File: config.mk
export PLATFORM = sky130hd
export DESIGN_NAME = hvd_isqrt
export DESIGN_NICKNAME = d
export VERILOG_FILES = /design/src/design/hvd_pkg.sv /design/src/design/hvd_isqrt.sv
export SDC_FILE = /design/constraint.sdc
export NUM_CORES = 2
export LEC_CHECK = 0
export ABC_AREA = 0
export BUFFER_PORTS_ARGS = -buffer_cell sky130_fd_sc_hd__buf_4
export CAP_MARGIN = 25
export CORE_MARGIN = 3
export CORE_UTILIZATION = 50
export CTS_CLUSTER_DIAMETER = 50
export CTS_CLUSTER_SIZE = 30
export DETAILED_ROUTE_END_ITERATION = 6
export PLACE_DENSITY = 0.65
export SLEW_MARGIN = 20
export SYNTH_ARGS = -nofsm -noshare
export SYNTH_HDL_FRONTEND = slang
export SYNTH_SLANG_ARGS = --single-unit
File: constraint.sdc
create_clock -name clock -period 8.5 [get_ports clock]
set_input_delay 1.7 -clock clock [delete_from_list [all_inputs] [get_ports clock]]
set_output_delay 1.7 -clock clock [all_outputs]
set_load 0.02 [all_outputs]
File: src/design/hvd_pkg.sv
`timescale 1ns / 1ps
// ----------------------------------------------------------------------------
// hvd_pkg
// constants, tables and helpers shared by the great-circle distance pipeline
// ----------------------------------------------------------------------------
package hvd_pkg;

   localparam int CORDIC_STAGES = 32;
   localparam int CW            = 34;
   localparam int ANG_W         = 31;
   localparam int SQ_BITS       = 31;
   localparam int SQ_IN_W       = 2 * SQ_BITS - 1;
   localparam int PIPE_DEPTH    = 2 * CORDIC_STAGES + SQ_BITS + 12;

   localparam logic [63:0] CONV_FULL = 64'hC90FDAA22168C234 / 64'd1800000000;
   localparam logic [16:0] CONV_LO   = CONV_FULL[16:0];
   localparam logic [15:0] CONV_HI   = CONV_FULL[32:17];

   localparam logic [32:0] FULL_TURN    = 33'd3600000000;
   localparam logic [31:0] HALF_TURN    = 32'd1800000000;
   localparam logic [30:0] QUARTER_TURN = 31'd900000000;
   localparam logic [30:0] HALF_TURN_31 = 31'd1800000000;

   localparam logic [30:0] ONE_Q30            = 31'd1073741824;
   localparam logic signed [33:0] ONE_Q30_S   = 34'sd1073741824;
   localparam logic signed [CW-1:0] CORDIC_GAIN = 34'sd652032874;
   localparam logic [22:0] EARTH_RADIUS_M     = 23'd6371010;
   localparam logic [24:0] DIST_MAX           = 25'd20015119;

   localparam logic signed [CW-1:0] ATAN_HEAD [10] = '{
      34'sd843314857, 34'sd497837829, 34'sd263043837, 34'sd133525159,
      34'sd67021687,  34'sd33543516,  34'sd16775851,  34'sd8388437,
      34'sd4194283,   34'sd2097149
   };

   // arctangent of 2^-idx in q30
   function automatic logic signed [CW-1:0] atan_entry(input int idx);
      logic signed [CW-1:0] r;
      r = '0;
      if (idx < 10) begin
         r = ATAN_HEAD[idx];
      end else if (idx <= 30) begin
         r[30-idx] = 1'b1;
      end
      return r;
   endfunction

endpackage

File: src/design/hvd_isqrt.sv
`timescale 1ns / 1ps
// ----------------------------------------------------------------------------
// hvd_isqrt
// pipelined integer square root, one result bit per register stage
// ----------------------------------------------------------------------------
module hvd_isqrt (
   input  logic                          clock,
   input  logic                          en,
   input  logic [hvd_pkg::SQ_IN_W-1:0]   value,
   output logic [hvd_pkg::SQ_BITS-1:0]   root
);

   logic [hvd_pkg::SQ_IN_W-1:0] rem_ff  [hvd_pkg::SQ_BITS];
   logic [hvd_pkg::SQ_BITS-1:0] root_ff [hvd_pkg::SQ_BITS];

   for (genvar s = 0; s < hvd_pkg::SQ_BITS; s++) begin : g_stage
      localparam int K = hvd_pkg::SQ_BITS - 1 - s;
      logic [hvd_pkg::SQ_IN_W-1:0] remp, rem_in;
      logic [hvd_pkg::SQ_BITS-1:0] rp, root_in;
      logic [hvd_pkg::SQ_IN_W:0]   trial;

      if (s == 0) begin : g_first
         assign remp = value;
         assign rp   = '0;
      end else begin : g_next
         assign remp = rem_ff[s-1];
         assign rp   = root_ff[s-1];
      end

      // (root + 2^k)^2 - root^2
      assign trial = ({{hvd_pkg::SQ_BITS{1'b0}}, rp} << (K + 1))
                   | ((hvd_pkg::SQ_IN_W+1)'(1) << (2 * K));

      always_comb begin
         if ({1'b0, remp} >= trial) begin
            rem_in  = remp - trial[hvd_pkg::SQ_IN_W-1:0];
            root_in = rp | (hvd_pkg::SQ_BITS'(1) << K);
         end else begin
            rem_in  = remp;
            root_in = rp;
         end
      end

      always_ff @(posedge clock) begin
         if (en) begin
            rem_ff[s]  <= rem_in;
            root_ff[s] <= root_in;
         end
      end
   end

   assign root = root_ff[hvd_pkg::SQ_BITS-1];

endmodule

==> summary.md <==
| Metric | Value |
|---|---|
| Starting Density | 50.4% |
| Cell Area, Synth | around 110000 sq um |
| Most frequent CP cell | nor4_1 |
| DIE WIDTH | 477 um |
| Clock transition at path regs | roughly 70 ps |
| Cts bufs inserted | ~230 |
| Crit-path cells | nor4_1, or4b_2, or3_1, nor4_1, nand3_1, o21ai_4, buf_4, inv_1, and4b_1, nand4b_1, xnor2_1 |
| Largest family of logic cells by synthesized area | simple AND/OR/NAND/NOR gates |
| Via count | approximately 70000 |
| Flip-flop and latch count after synthesis | between 2000 and 2500 |
| Area contributors post-synth | edfxtp_1, ha_1, xnor2_1 |
| Initial antenna violation count | 11 |
| Worst min path class | flip-flop to flip-flop |
| WL met2 | between 100 and 150 mm |
| Post-Layout Cell Count | roughly 12000 |
| Number of synthesized flops with an enable pin | ~2300 |
| First-pass GRT wire length | 398 mm |
| Final critical-path share of the clock period | a little under three fifths |
| Layout fillers | approximately 18000 |
| Mean routed wirelength per cell | 21.3 um |
| Worst Setup Start Kind | flip-flop |
| CP max stage delay | between 700 and 800 ps |
| CTS Hold Bufs | 0 |
| ANT nets after route | 0 |
| Leak Pwr | between 40 and 50 nW |
| Post-DP HPWL | ~200 mm |
| Critical path's slowest cell | or4b_2 |
| Adder-cell share of the synthesized area | 5.90% |
| Area grow syn2layout | 11.4% |
| Warning count from the yosys run | 0 |
| Rows | ~170 |
| DRT iter0 DRCs | 6397 |
| Port buffer count | 93 |
| Simple-gate share of the synthesized area | between 10% and 20% |
| Yosys top cell by area | edfxtp_1 |
| Post-CTS Setup Inserts | 0 |
| Max FO, Critical Path | 55 |
| I/O pin count | 94 |
| Hold Worst Slack | 407 ps |
| Hold EP | root_ff[16][24] |
| Num Clock Sinks | about 2300 |
| RSZ-0062 raised after global routing | false |
| Wl on met1 | 117 mm |
| Setup TNS Final | 0 ps |
| Place WS | 3720 ps |
| Gr ovfl total | 0 |
| Crit path time final | between 4000 and 5000 ps |
| Clock root buffer | clkbuf_16 |
| Max-Cap Viols | 0 |
| Drc violations | 0 |
| Crit path DAT | about 5400 ps |
| Die height | around 480 um |
| Mean Syn Cell Area | roughly 13 sq um |
| Worst slew pin tran | roughly 1100 ps |
| Core region area | between 200000 and 250000 sq um |
| Total placed cells including tap cells | 11772 |
| Met3 wire length | 14.7 mm |
| Synth unique cells | 87 |
| DR vias/cell | between 5 and 6 |
| Endpoint class of the critical path | flip-flop |
| Compound-cell area share of the yosys netlist | a little under a tenth |
| Setup CP Type | flip-flop to flip-flop |
| WL final | about 260 mm |
| Nets | between 9000 and 10000 |
| Setup WS post-layout | roughly 3700 ps |
| Final Instance Area | roughly 120000 sq um |
| Mapped Nets | around 9400 |
| Cell family with most CP delay | simple AND/OR/NAND/NOR gates |
| Commonest non-fill, non-tap cell in the layout | edfxtp_1 |
| Clock Skews | ~87 ps |
| Status | finished, final reports clean |
| Placed cell areas | around 120000 sq um |
| Post-Synthesis Cells | between 8000 and 9000 |
| Bufs on Longest Clock Path | 3 |
| WP buf/inv | 2 |
| Die ar. | between 200000 and 250000 sq um |
| CP Data Required Time | a little over 9000 ps |
| Max Used Layer | met4 |
| Pin count of the biggest net entering global routing | around 180 |
| Most frequent cells in the layout | edfxtp_1, inv_1, nand2_1, nor2_1, ha_1 |
| Clk Latency, worst-skew pair | about 890 ps |
| Detailed Routing Iterations Pass 1 | 5 |
| Post-CTS sizing | 0 |
| H-Tree Depth | 4 |
| Pwr per Cell Area | between 200 and 300 nW/um^2 |
| Min-Delay Startpoint | root_ff[15][24] |
| Worst Reg-to-Reg Cells | 11 |
| Fraction of registers with async set/reset | 0% |
| Layout cell share with drive strength beyond 1 | under 10% |
| Share of the synthesized area in the top cell type | a little over three fifths |
| Total track usage | between 20% and 30% |
| Fmax | roughly 210 MHz |
| Synth Flop Type | edfxtp_1 |
| Vias in the first global route | 67664 |
| Rel. slew slack | around 26% |
| Slew Limit Fails | 0 |
| Setup slack, reg-to-reg | 3670 ps |
| Final setup violation count | 0 |
| GPL Wtd Cong | 0.915 |
| Worst IR Drop VDD | 0.271 mV |
| Mux share of post-synthesis cell area | less than 1% |
| Hold Path Cell Cnt | 0 |
| Seq/Total Area, Yosys | between 60% and 70% |
| Critical R2R Capture | rem_ff[6][182] |
| Synth Area in XOR/XNOR | 6.12% |
| CTS tree | done |
| Worst reg2reg path startpoint | rem_ff[6][109] |
| Final hold vios | 0 |
## through the flow
step	util (%)	power (W)
2_1_floorplan	-	0.0208
3_3_place_gp	52.4	0.0231
3_5_place_dp	52.4	0.0232
4_1_cts	56.1	0.0340
5_1_grt	56.2	0.0354
6_report	56.2	0.0338
## state kept, by name, summed over array words and instances, names as in the netlist
register	flops
root_ff	496
rem_ff	1830
## Yosys cell counts, types with 23 or more instances
cell type  count
clkbuf_1     142
xnor2_1      422
nand2_1      633
o31ai_1       62
nor2b_1       74
a211oi_1      30
or3_1         79
nor4_1       286
o21bai_1      44
or4_1         63
a21boi_0      32
edfxtp_1    2326
mux2_2        55
o211ai_1      35
a21o_1       227
nand3b_1      24
nand4_1      144
a31oi_1       41
and3_1        44
nor2_1       527
nor4b_1       45
nand3_1      152
a21oi_1      522
inv_1        658
nand4b_1      23
nand2b_1     116
and2_1        36
o21ai_0      476
nor3_1       242
o21a_1        80
xor2_1       353
or2_2         29
ha_1         523
## worst max-delay path by stage
stage	startpoint	to	slack, ps	cells past startpoint
6_report	rem_ff[6][109]	rem_ff[6][182]	3670	11
3_5_place_dp	rem_ff[6][109]	rem_ff[6][182]	3720	11
3_3_place_gp	rem_ff[6][109]	rem_ff[6][182]	3820	11
2_1_floorplan	rem_ff[6][12]	rem_ff[6][107]	4790	12
4_1_cts	rem_ff[6][109]	rem_ff[6][182]	3710	11
5_1_grt	rem_ff[6][109]	rem_ff[6][182]	3360	11
## layer usage
| metal | track usage (%) | up-vias |
|---|---|---|
| met3 | 3.29 | 338 |
| li1 | - | 33513 |
| met1 | 31.9 | 34377 |
| met5 | 0 | - |
| met2 | 36.6 | 1835 |
| met4 | 4.92 | 0 |
## where the power goes
part	switching, W	total (W)	internal [W]
combinational	0.00432	0.00725	0.00293
clock	0.00500	0.0106	0.00565
sequential	0.00124	0.0159	0.0146
## layout make-up
cell class,instances,area (sq um),area share [%]
Sequential cell,2326,69800,56.5
Multi-Input combinational cell,5677,38100,30.8
Clock buffer,234,5660,4.58
Tap cell,2958,3700,2.99
Clock inverter,192,2480,2.01
Inverter,661,2480,2.01
Timing Repair Buffer,153,1370,1.11
Antenna cell,3,7.51,0.00607
## worst reg2reg max path: stages (launching register included)
cell      delay (ps)
edfxtp_1         500
nor4_1           520
or4b_2           710
or3_1            400
nor4_1           540
nand3_1          220
o21ai_4          210
buf_4            480
inv_1            350
and4b_1          390
nand4b_1         160
xnor2_1           80
## cell families after synthesis
family	count (synthesis)
compound gates	1713
xor+xnor	775
fa+ha+maj	523
buf+inv	829
flops	2326
mux	64
other cells	1
simple gates	2601
No activity file was read; power rests on OpenSTA's default activity.
